**src/design/assert_macros.svh**
```systemverilog
// Assertion macros shared by the reorder tracker modules.
// Holds clocked property wrappers only.
`ifndef ASSERT_MACROS_SVH
`define ASSERT_MACROS_SVH

// Implication checked on every clock edge outside reset
`define ASSERT_IMPL(label, clk, rst_n, ante, cons) \
    label: assert property (@(posedge clk) disable iff (!rst_n) (ante) |-> (cons)) \
        else $error("assertion failed");

// Implication whose consequent is checked in the cycle after the antecedent
`define ASSERT_NEXT(label, clk, rst_n, ante, cons) \
    label: assert property (@(posedge clk) disable iff (!rst_n) (ante) |=> (cons)) \
        else $error("assertion failed");

`endif

```
**src/design/rfgrt_pkg.sv**
```systemverilog
// Package for the RTP frame-group reorder tracker.
// Holds status codes, FSM states and the controller/datapath command types.
`default_nettype none
package rfgrt_pkg;

    localparam int LIST_DEPTH_DEF = 16;
    localparam int TS_W  = 32;
    localparam int SEQ_W = 16;
    localparam int CNT_W = 5;
    localparam int ST_W  = 3;

    localparam logic [ST_W-1:0] ST_STORED   = 3'd0;
    localparam logic [ST_W-1:0] ST_STALE    = 3'd1;
    localparam logic [ST_W-1:0] ST_DUP      = 3'd2;
    localparam logic [ST_W-1:0] ST_COMPLETE = 3'd3;
    localparam logic [ST_W-1:0] ST_OVERFLOW = 3'd4;

    typedef enum logic [2:0] {
        S_IDLE,
        S_CLASSIFY,
        S_SEARCH,
        S_INSERT,
        S_CHECK,
        S_OUTPUT
    } state_t;

    // Controller to datapath commands
    typedef struct packed {
        logic load;
        logic classify;
        logic search;
        logic insert;
        logic check;
        logic out_load;
    } cmd_t;

    // Datapath to controller status
    typedef struct packed {
        logic stale;
    } stat_t;

    // Serial order: a newer than b
    function automatic logic seq_newer(input logic [SEQ_W-1:0] a,
                                       input logic [SEQ_W-1:0] b);
        logic [SEQ_W-1:0] d;
        d = a - b;
        return (d != '0) && !d[SEQ_W-1];
    endfunction

endpackage
`default_nettype wire

```
**src/design/rfgrt_datapath.sv**
```systemverilog
// Datapath of the reorder tracker: sorted list, frame state and result register.
// Depends on rfgrt_pkg and assert_macros.svh.
`default_nettype none
`include "assert_macros.svh"
module rfgrt_datapath
    import rfgrt_pkg::*;
#(
    parameter int LIST_DEPTH = LIST_DEPTH_DEF
)
(
    input  wire logic             clk,
    input  wire logic             rst_n,
    input  wire cmd_t             cmd,
    output stat_t                 stat,
    input  wire logic [TS_W-1:0]  timestamp,
    input  wire logic [SEQ_W-1:0] seq_number,
    input  wire logic             marker,
    input  wire logic             frame_start,
    output logic [ST_W-1:0]       status,
    output logic                  flushed_incomplete,
    output logic [SEQ_W-1:0]      flushed_first_seq,
    output logic [CNT_W-1:0]      flushed_count,
    output logic [SEQ_W-1:0]      group_first_seq,
    output logic [CNT_W-1:0]      group_count,
    output logic                  request_update
);
    localparam int IW = $clog2(LIST_DEPTH);
    localparam int NW = $clog2(LIST_DEPTH + 1);

    // List storage, one register per entry, shifted in place
    logic [SEQ_W-1:0] seq_reg [LIST_DEPTH];
    logic             mk_reg  [LIST_DEPTH];
    logic             fs_reg  [LIST_DEPTH];

    logic [NW-1:0]    count_reg;
    logic [TS_W-1:0]  cur_ts_reg;
    logic [SEQ_W-1:0] exp_reg;
    logic             started_reg;

    // Captured request
    logic [TS_W-1:0]  in_ts_reg;
    logic [SEQ_W-1:0] in_seq_reg;
    logic             in_mk_reg;
    logic             in_fs_reg;

    // Working results
    logic             stale_reg, dup_reg, ins_reg, chk_reg;
    logic [NW-1:0]    pos_reg;
    logic [ST_W-1:0]  st_reg;
    logic             fl_reg;
    logic [SEQ_W-1:0] fl_first_reg;
    logic [NW-1:0]    fl_cnt_reg;

    // Output register
    logic [ST_W-1:0]  o_st_reg;
    logic             o_fl_reg;
    logic [SEQ_W-1:0] o_fl_first_reg;
    logic [CNT_W-1:0] o_fl_cnt_reg;
    logic [SEQ_W-1:0] o_g_first_reg;
    logic [CNT_W-1:0] o_g_cnt_reg;

    // Classification of the captured request
    logic [TS_W-1:0] eff_ts;
    logic [TS_W-1:0] ts_diff;
    assign eff_ts  = started_reg ? cur_ts_reg : in_ts_reg;
    assign ts_diff = in_ts_reg - eff_ts;

    // Search: match and ordering per entry, position = number of entries older
    logic [LIST_DEPTH-1:0] hit_vec, before_vec;
    logic [NW-1:0]         pos_c;
    logic                  dup_c;
    always_comb
    begin
        pos_c = '0;
        dup_c = 1'b0;
        for (int i = 0; i < LIST_DEPTH; i++)
        begin
            hit_vec[i]    = (NW'(i) < count_reg) && (seq_reg[i] == in_seq_reg);
            before_vec[i] = (NW'(i) < count_reg) && seq_newer(in_seq_reg, seq_reg[i]);
        end
        // insertion point: past the last entry that the new seq is newer than
        for (int i = 0; i < LIST_DEPTH; i++)
        begin
            if (before_vec[i])
                pos_c = NW'(i + 1);
        end
        // backward scan stops at the insertion point, so only later matches count
        for (int i = 0; i < LIST_DEPTH; i++)
        begin
            if (hit_vec[i] && (NW'(i) >= pos_c))
                dup_c = 1'b1;
        end
    end

    // Completeness of the list
    logic [IW-1:0]  last_idx;
    logic           contig;
    logic           complete_c;
    assign last_idx = IW'(count_reg - NW'(1));
    always_comb
    begin
        contig = 1'b1;
        for (int i = 1; i < LIST_DEPTH; i++)
        begin
            if ((NW'(i) < count_reg) && (seq_reg[i] != seq_reg[0] + SEQ_W'(i)))
                contig = 1'b0;
        end
        complete_c = (count_reg != '0) && contig && mk_reg[last_idx]
                     && ((seq_reg[0] == exp_reg) || fs_reg[0]);
    end

    assign stat.stale = stale_reg;

    // Control state of the list and frame
    always_ff @(posedge clk or negedge rst_n)
    begin
        if (!rst_n)
        begin
            count_reg   <= '0;
            cur_ts_reg  <= '0;
            exp_reg     <= '0;
            started_reg <= 1'b0;
        end
        else
        begin
            if (cmd.classify)
            begin
                started_reg <= 1'b1;
                if (ts_diff[TS_W-1])
                begin
                    if (!seq_newer(exp_reg, in_seq_reg))
                        exp_reg <= in_seq_reg + SEQ_W'(1);
                end
                else if (ts_diff != '0)
                begin
                    cur_ts_reg <= in_ts_reg;
                    if (count_reg != '0)
                    begin
                        exp_reg   <= seq_reg[last_idx] + SEQ_W'(1);
                        count_reg <= '0;
                    end
                end
                else
                    cur_ts_reg <= eff_ts;
            end
            if (cmd.insert && ins_reg)
                count_reg <= count_reg + NW'(1);
            if (cmd.check && chk_reg && complete_c)
            begin
                exp_reg   <= seq_reg[last_idx] + SEQ_W'(1);
                count_reg <= '0;
            end
        end
    end

    // Payload, working and output registers
    always_ff @(posedge clk)
    begin
        if (cmd.load)
        begin
            in_ts_reg  <= timestamp;
            in_seq_reg <= seq_number;
            in_mk_reg  <= marker;
            in_fs_reg  <= frame_start;
        end
        if (cmd.classify)
        begin
            stale_reg    <= ts_diff[TS_W-1];
            chk_reg      <= ts_diff[TS_W-1];
            ins_reg      <= 1'b0;
            st_reg       <= ts_diff[TS_W-1] ? ST_STALE : ST_STORED;
            fl_reg       <= !ts_diff[TS_W-1] && (ts_diff != '0) && (count_reg != '0);
            fl_first_reg <= seq_reg[0];
            fl_cnt_reg   <= count_reg;
        end
        if (cmd.search)
        begin
            dup_reg <= dup_c;
            pos_reg <= pos_c;
            if (dup_c)
                st_reg <= ST_DUP;
            else if (count_reg >= NW'(LIST_DEPTH))
                st_reg <= ST_OVERFLOW;
            else
            begin
                ins_reg <= 1'b1;
                chk_reg <= 1'b1;
            end
        end
        if (cmd.insert && ins_reg)
        begin
            for (int k = 0; k < LIST_DEPTH; k++)
            begin
                if (NW'(k) == pos_reg)
                begin
                    seq_reg[k] <= in_seq_reg;
                    mk_reg[k]  <= in_mk_reg;
                    fs_reg[k]  <= in_fs_reg;
                end
                else if ((k > 0) && (NW'(k) > pos_reg) && (NW'(k) <= count_reg))
                begin
                    seq_reg[k] <= seq_reg[k-1];
                    mk_reg[k]  <= mk_reg[k-1];
                    fs_reg[k]  <= fs_reg[k-1];
                end
            end
        end
        if (cmd.check)
        begin
            o_st_reg       <= (chk_reg && complete_c) ? ST_COMPLETE : st_reg;
            o_g_first_reg  <= (chk_reg && complete_c) ? seq_reg[0] : '0;
            o_g_cnt_reg    <= (chk_reg && complete_c) ? CNT_W'(count_reg) : '0;
            o_fl_reg       <= fl_reg;
            o_fl_first_reg <= fl_reg ? fl_first_reg : '0;
            o_fl_cnt_reg   <= fl_reg ? CNT_W'(fl_cnt_reg) : '0;
        end
    end

    assign status             = o_st_reg;
    assign flushed_incomplete = o_fl_reg;
    assign flushed_first_seq  = o_fl_first_reg;
    assign flushed_count      = o_fl_cnt_reg;
    assign group_first_seq    = o_g_first_reg;
    assign group_count        = o_g_cnt_reg;
    assign request_update     = o_fl_reg;

    `ASSERT_IMPL(a_count_bound, clk, rst_n, 1'b1, count_reg <= NW'(LIST_DEPTH))
    `ASSERT_NEXT(a_ins_grows, clk, rst_n, cmd.insert && ins_reg && count_reg < NW'(LIST_DEPTH),
                 count_reg == $past(count_reg) + NW'(1))
    `ASSERT_IMPL(a_no_dup_ins, clk, rst_n, cmd.insert, !(ins_reg && dup_reg))

endmodule
`default_nettype wire

```
**src/design/rfgrt_ctrl.sv**
```systemverilog
// Controller FSM of the reorder tracker: sequences classify, search, insert, check.
// Depends on rfgrt_pkg and assert_macros.svh.
`default_nettype none
`include "assert_macros.svh"
module rfgrt_ctrl
    import rfgrt_pkg::*;
(
    input  wire logic  clk,
    input  wire logic  rst_n,
    input  wire logic  in_valid,
    output logic       in_ready,
    output logic       out_valid,
    input  wire logic  out_ready,
    input  wire stat_t stat,
    output cmd_t       cmd
);
    state_t state_reg, state_next;
    logic   ov_reg, ov_next;

    always_ff @(posedge clk or negedge rst_n)
    begin
        if (!rst_n)
        begin
            state_reg <= S_IDLE;
            ov_reg    <= 1'b0;
        end
        else
        begin
            state_reg <= state_next;
            ov_reg    <= ov_next;
        end
    end

    // Next state and commands
    always_comb
    begin
        state_next = state_reg;
        ov_next    = ov_reg && !out_ready;
        cmd        = '0;
        in_ready   = 1'b0;
        unique case (state_reg)
            S_IDLE:
            begin
                in_ready = 1'b1;
                if (in_valid)
                begin
                    cmd.load   = 1'b1;
                    state_next = S_CLASSIFY;
                end
            end
            S_CLASSIFY:
            begin
                cmd.classify = 1'b1;
                state_next   = S_SEARCH;
            end
            S_SEARCH:
            begin
                if (stat.stale)
                    state_next = S_CHECK;
                else
                begin
                    cmd.search = 1'b1;
                    state_next = S_INSERT;
                end
            end
            S_INSERT:
            begin
                cmd.insert = 1'b1;
                state_next = S_CHECK;
            end
            S_CHECK:
            begin
                // wait until the previous result has gone
                if (!ov_next)
                begin
                    cmd.check  = 1'b1;
                    ov_next    = 1'b1;
                    state_next = S_IDLE;
                end
            end
            default:
                state_next = S_IDLE;
        endcase
    end

    assign out_valid = ov_reg;

    `ASSERT_NEXT(a_check_sets_valid, clk, rst_n, cmd.check, out_valid)
    `ASSERT_IMPL(a_no_load_busy, clk, rst_n, cmd.load, state_reg == S_IDLE)

endmodule
`default_nettype wire

```
**src/design/rtp_frame_group_reorder_tracker_core.sv**
```systemverilog
// A request steps through classify, search, insert and check from input to result; stale packets
// skip the search and insert commands. A new request is taken only in the idle state, once the
// controller has stepped through the sorted-list update one phase at a time.
// The output register lets the next request start while a result waits.
// Reset (rst_n, asynchronous): list empty, timestamp unset, expected seq zero.
`default_nettype none
module rtp_frame_group_reorder_tracker_core
    import rfgrt_pkg::*;
#(
    parameter int LIST_DEPTH = LIST_DEPTH_DEF
)
(
    input  wire logic             clk,
    input  wire logic             rst_n,
    input  wire logic             in_valid,
    output logic                  in_ready,
    input  wire logic [TS_W-1:0]  timestamp,
    input  wire logic [SEQ_W-1:0] seq_number,
    input  wire logic             marker,
    input  wire logic             frame_start,
    output logic                  out_valid,
    input  wire logic             out_ready,
    output logic [ST_W-1:0]       status,
    output logic                  flushed_incomplete,
    output logic [SEQ_W-1:0]      flushed_first_seq,
    output logic [CNT_W-1:0]      flushed_count,
    output logic [SEQ_W-1:0]      group_first_seq,
    output logic [CNT_W-1:0]      group_count,
    output logic                  request_update
);
    cmd_t  cmd;
    stat_t stat;

    rfgrt_ctrl u_ctrl (
        .clk       (clk),
        .rst_n     (rst_n),
        .in_valid  (in_valid),
        .in_ready  (in_ready),
        .out_valid (out_valid),
        .out_ready (out_ready),
        .stat      (stat),
        .cmd       (cmd)
    );

    rfgrt_datapath #(.LIST_DEPTH(LIST_DEPTH)) u_dp (
        .clk                (clk),
        .rst_n              (rst_n),
        .cmd                (cmd),
        .stat               (stat),
        .timestamp          (timestamp),
        .seq_number         (seq_number),
        .marker             (marker),
        .frame_start        (frame_start),
        .status             (status),
        .flushed_incomplete (flushed_incomplete),
        .flushed_first_seq  (flushed_first_seq),
        .flushed_count      (flushed_count),
        .group_first_seq    (group_first_seq),
        .group_count        (group_count),
        .request_update     (request_update)
    );

endmodule
`default_nettype wire
```
**config.mk**
```make
export PLATFORM = sky130hd
export DESIGN_NAME = rtp_frame_group_reorder_tracker_core
export DESIGN_NICKNAME = d
export VERILOG_FILES = /design/src/design/rfgrt_pkg.sv /design/src/design/rfgrt_datapath.sv /design/src/design/rfgrt_ctrl.sv /design/src/design/rtp_frame_group_reorder_tracker_core.sv
export VERILOG_INCLUDE_DIRS = /design/src /design/src/design
export SDC_FILE = /design/constraint.sdc
export NUM_CORES = 2
export LEC_CHECK = 0
export BUFFER_PORTS_ARGS = -buffer_cell sky130_fd_sc_hd__buf_2
export CELL_PAD_IN_SITES_DETAIL_PLACEMENT = 1
export CELL_PAD_IN_SITES_GLOBAL_PLACEMENT = 2
export CORE_ASPECT_RATIO = 0.8
export CORE_MARGIN = 3
export CORE_UTILIZATION = 30
export DETAILED_ROUTE_END_ITERATION = 7
export GPL_TIMING_DRIVEN = 0
export HOLD_SLACK_MARGIN = 0.03
export PLACE_DENSITY = 0.7
export SLEW_MARGIN = 25
export SYNTH_ARGS = -nofsm -noshare
export SYNTH_HDL_FRONTEND = slang
export SYNTH_HIERARCHICAL = 1
export SYNTH_SLANG_ARGS = --single-unit
export TNS_END_PERCENT = 1
```
**constraint.sdc**
```tcl
create_clock -name clk -period 8.1 [get_ports clk]
set_clock_uncertainty 0.05 [all_clocks]
set_input_delay 0.81 -clock clk [delete_from_list [all_inputs] [get_ports clk]]
set_output_delay 0.81 -clock clk [all_outputs]
set_load 0.005 [all_outputs]
```
Yosys cells after proc, flatten, opt, wreduce, memory -nomap -nowiden
Memories as Yosys holds them, arrays and structs flattened.
Cells that the tools add are included.
Word-level totals
  flip-flop bits (word level): 187
  input port bits: 54
  word-level logic and storage cells: 625
  memories: 3
  bits in writable memories: 288
Memories
  u_dp.seq_reg: words 16, bits a word 16, rd ports 17, clocked after Yosys merged registers in 0, wr ports 16, line rfgrt_datapath.sv:31  | logic [SEQ_W-1:0] seq_reg [LIST_DEPTH];
  u_dp.fs_reg: words 16, bits a word 1, rd ports 15, clocked after Yosys merged registers in 0, wr ports 16, line rfgrt_datapath.sv:33  | logic fs_reg [LIST_DEPTH];
  u_dp.mk_reg: words 16, bits a word 1, rd ports 16, clocked after Yosys merged registers in 0, wr ports 16, line rfgrt_datapath.sv:32  | logic mk_reg [LIST_DEPTH];
Cells by class
  order comparisons: 63
  $add $sub $neg: 37
  reduce and logical (&&, ||, !) cells: 156
  eq/ne operators: 55
  mux-type cells: 241
  bitwise operators: 46
Operators by type and width (count)
  $mux W16: 21
  $eq A16 B16 Y1: 17
  $reduce_bool A16 Y1: 17
  $sub A16 B16 Y16: 17
  $ne A16 B16 Y1: 15
  $mux W1: 189
  $add A16 B4 Y16 const B: 8
  $logic_and A1 B1 Y1: 105
  $mux W5: 21
  $add A16 B3 Y16 const B: 4
  $mux W32: 2
  $add A16 B1 Y16 const B: 3
  $or A1 B1 Y1: 45
  $eq A4 B5 Y1 const A: 8
  $ge A4 B5 Y1 const A: 8
  $gt A4 B5 Y1 const A: 8
  $le A4 B5 Y1 const A: 8
  $lt A4 B5 Y1 const A: 8
  $add A16 B2 Y16 const B: 2
  $reduce_bool A32 Y1: 1
  $sub A32 B32 Y32: 1
  $mux W3: 7
  $eq A3 B5 Y1 const A: 4
  $ge A3 B5 Y1 const A: 4
  32 further kinds: 75

Longest topological paths before layout
An unclocked memory read counts as a cell.
  depth in word-level cells: 41
  depth in mapped cells: 22
  depth with buffers taken out: 17

Hierarchy
Netlist, hierarchy kept.
By module, submodules not included
  rfgrt_datapath: cells an instance 5110, times used 1, area an instance 44949.4 µm²
  rfgrt_ctrl: cells an instance 25, times used 1, area an instance 222.7 µm²

Worst setup path before layout
Ideal clock, no wire load.
  kind: register -> register
  start: register u_dp.count_reg[0]
  end: register u_dp.exp_reg[15]
  path buffers: 12
  library setup time: 0.125 ns
  data required time: 7.925 ns
  setup slack: 2.349 ns
  cell stages (with the launch flop): 22
  arrival time: 5.575 ns
  cell sequence: dfrtp_1 buf_2 buf_2 buf_2 buf_2 buf_2 buf_2 inv_1 ha_1 clkbuf_1 buf_2 buf_2 buf_1 buf_1 clkbuf_1 mux4_2 mux4_2 nand2_1 nor3_1 xnor2_1 mux2i_1 mux2_4
Between the ends
  longest elaborated chain between the ends: 23
  elaborated cells on any way between the ends: 64
  those cells by class: 2 x add/sub; 15 x order compare; 1 x eq/ne; 20 x mux; 24 x reduce/logical; 2 x memory
Ends and longest elaborated chain
  start: declaration: line rfgrt_datapath.sv:35  | logic [NW-1:0] count_reg;
  start signal: assignment: line rfgrt_datapath.sv:147  | count_reg <= count_reg + NW'(1);
  $lt A1 B5 Y1: line rfgrt_datapath.sv:105  | if ((NW'(i) < count_reg) && (seq_reg[i] != seq_reg[0] + SEQ_W'(i)))
  $logic_and A1 B1 Y1: line rfgrt_datapath.sv:105
  $mux W1 (15 in a row): line rfgrt_datapath.sv:105
  $logic_and A1 B1 Y1 (2 in a row): line rfgrt_datapath.sv:108  | complete_c = (count_reg != '0) && contig && mk_reg[last_idx]
  $logic_and A1 B1 Y1: line rfgrt_datapath.sv:109  | && ((seq_reg[0] == exp_reg) || fs_reg[0]);
  $logic_and A1 B1 Y1: line rfgrt_datapath.sv:148  | if (cmd.check && chk_reg && complete_c)
  $ne A3 B3 Y1 (no line), or another cell as far along
  $reduce_and A4 Y1 (no line)
  end signal: assignment: line rfgrt_datapath.sv:132  | exp_reg <= in_seq_reg + SEQ_W'(1);
  end signal: assignment: line rfgrt_datapath.sv:139  | exp_reg <= seq_reg[last_idx] + SEQ_W'(1);
  end signal: assignment: line rfgrt_datapath.sv:150  | exp_reg <= seq_reg[last_idx] + SEQ_W'(1);
  end: declaration: line rfgrt_datapath.sv:37  | logic [SEQ_W-1:0] exp_reg;
Parallel ways exist; a longest one is shown, timed or not. The select of a mux whose other input is x is not followed.
A chain may end at the register's enable or synchronous reset.

Final worst setup path
  start: register u_dp.count_reg[0]
  end: register u_dp.exp_reg[14]
Same word-level chain as after synthesis.

==> reports/results.tsv <==
stage	metric	value	unit
placed_design	dp_hpwl	209300	µm
cts	clk_path_buf_depth	3	
drt	avgViaCountPerCell	6.114	
logic_synthesis	avgSynthCellArea	8.798	µm²
power	internal-power	7.590	mW
setup_path	path_cells	buf_2 > buf_4 > buf_4 > buf_4 > buf_4 > buf_4 > inv_1 > ha_2 > buf_2 > buf_2 > buf_2 > buf_4 > clkbuf_4 > mux4_2 > mux4_2 > nand2_1 > nor2_1 > xnor2_1 > mux2i_1 > mux2_4	
grt	grtUsageTotal	0.3282	
power	p_total	14.03	mW
timing	max_clock_freq	120.1	MHz
timing	drv_slew	0	
drt	drt-pass1-iter-count	6	
placed_design	numPortBuffers	102	
grt	grt_max_degree	48	
run_status	violations	setup timing	
placed_design	place_ws	-1613	ps
grt	first_global_vias	43600	
cts	cts_inserted_buffers	55	
floorplan	die_x	439.8	µm
setup_path	crit_path_max_incr_delay	570	ps
setup_path	start_kind	register	
worst_hold_path	hold_path_class	primary input to register	
timing	period_share	1.028	
layout	largest_reg_flops	256	
timing	worst_slack	-228.9	ps
setup_path	worstSetupEndpointType	register	
timing	tightest_slew	1165	ps
layout	layout.nets	5753	
power	irDropWorstVdd	0.2670	mV
setup_path	crit_type	register to register	
floorplan	ioPinCount	103	
setup_path	critPathBufInv	12	
timing	fin_crit	8329	ps
logic_synthesis	syn_inst	5133	
floorplan	dieArea	155300	µm²
drt	drtIter0Drc	5687	
floorplan	dieHeight	353.0	µm
timing	rsz0062_at_grt	no	
setup_path	arrival	8830	ps
placed_design	placed_area	49650	µm²
drt	ant_nets	0	
setup_path	critPathTopFamily	buffers and inverters	
drt	wl	264000	µm
flow_run	cap_viol_max_count	0	
power	seq_power_share	0.236	
floorplan	rows	126	
cts	cts_tree	built	
floorplan	initial_core_util	0.3041	
cts	cts_root_buffer	clkbuf_16	
drt	drc	0	
drt	wl_per_cell	35.56	µm
grt	grt_pass1_wl	358700	µm
power	p_clk_frac	0.186	
layout	layout-drive-gt1-share	0.1249	
cts	htreeDepth	2	
cts	clk_pin_slew	70	ps
timing	finalHoldViolations	0	
setup_path	cp_data_required_time	8600	ps
cts	cts.sinks	460	
power	p_leak	19.76	nW
layout	layout_commonest_cell	nand2_1	
layout	layout_common_cells	476 x nand2_1, 431 x o21ai_0, 397 x edfxtp_1	
logic_synthesis	synth_nets	5511	
grt	antenna_found_initial	41	
power	p_sw	6.438	mW
power	power_density	272.0	nW/µm²
timing	max_slew_margin	0.2219	
layout	syn2layout_area_growth	14.21	%
timing	setup_viol	7	
drt	vias	45380	
setup_path	cpMostUsedCell	buf_4	
run_status	status	complete, but fails checks	
setup_path	cpMaxStageDelayCell	ha_2	
placed_design	gp_congestion	1.034	
power	pwr-share-comb	0.579	
logic_synthesis	synth.cell_area	45160	µm²
power	swShare	0.4589	
floorplan	core_area	148500	µm²
layout	final_area	51580	µm²
logic_synthesis	ys_warn_count	6	
cts	clock_latency	660	ps
setup_path	cp_max_fo	10	
grt	overflow	0	
stage by stage:
| stage | TNS (ps) | util | std cells | hold WS, ps |
|---|---|---|---|---|
| after floorplan | 0 | - | 5133 | 350.3 |
| after global placement | -59300 | 0.3243 | 7219 | 380.0 |
| after detailed placement | -34000 | 0.3343 | 7302 | 389.9 |
| after CTS | 0 | 0.3469 | 7404 | 224.5 |
| after global routing | 0 | 0.3470 | 7405 | 237.0 |
| final | -999.9 | 0.3473 | 7423 | 271.1 |
power by group through the flow:
stage          logic [mW]  registers (mW)  clock network, mW
6_report             8.12            3.31               2.60
5_1_grt              8.62            3.33               2.73
4_1_cts              7.93            3.30               2.64
3_5_place_dp         7.88            3.35                  0
3_3_place_gp         7.24            3.61                  0
2_1_floorplan        4.96            3.28                  0
timing repair:
action,CTS,global route
hold buffers,1,0
setup endpoints to repair,45,16
endpoints found under the hold margin,22,0
gates resized for setup,8,3
buffers inserted,0,0
final cells by class:
| type | instances | area [µm²] |
|---|---|---|
| multi-input cells | 4055 | 29440 |
| clock buffers | 66 | 1459 |
| diodes | 19 | 47.55 |
| clock inverters | 36 | 377.9 |
| plain buffers | 242 | 1120 |
| repair buffers | 186 | 1764 |
| fillers | 17390 | 96930 |
| flip-flops and latches | 460 | 13470 |
| inverters | 375 | 1414 |
| well taps | 1984 | 2482 |
path summary, 6_finish.rpt:
kind / startpoint / to / slack, ps / cells past startpoint
max: u_dp/count_reg[0] / u_dp/exp_reg[14] / -230 / 20
min: timestamp[1] / u_dp/in_ts_reg[1] / 270 / 1
max reg2reg: u_dp/count_reg[0] / u_dp/exp_reg[14] / -230 / 20
min reg2reg: u_dp/seq_reg[0][12] / u_dp/fl_first_reg[12] / 400 / 0
max in group asynchronous: rst_n / u_dp/exp_reg[9] / 6890 / 3
min in group asynchronous: rst_n / u_dp/cur_ts_reg[21] / 550 / 2
routing by layer:
metal | up-vias | routed length, µm | GRT usage
met5 | - | 237 | 0
met4 | 24 | 13210 | 0.1404
met3 | 491 | 27050 | 0.09263
met2 | 2327 | 105200 | 0.4573
met1 | 23100 | 118200 | 0.4678
li1 | 19440 | - | -
worst reg2reg max path, stage by stage (launching register included):
cell and delay [ps]:
dfrtp_1 410, buf_2 530, buf_4 500, buf_4 430, buf_4 420, buf_4 410, buf_4 400, inv_1 170
ha_2 570, buf_2 500, buf_2 560, buf_2 560, buf_4 430, clkbuf_4 460, mux4_2 490, mux4_2 550
nand2_1 120, nor2_1 70, xnor2_1 190, mux2i_1 140, mux2_4 280
(Power assumes the default switching activity.)
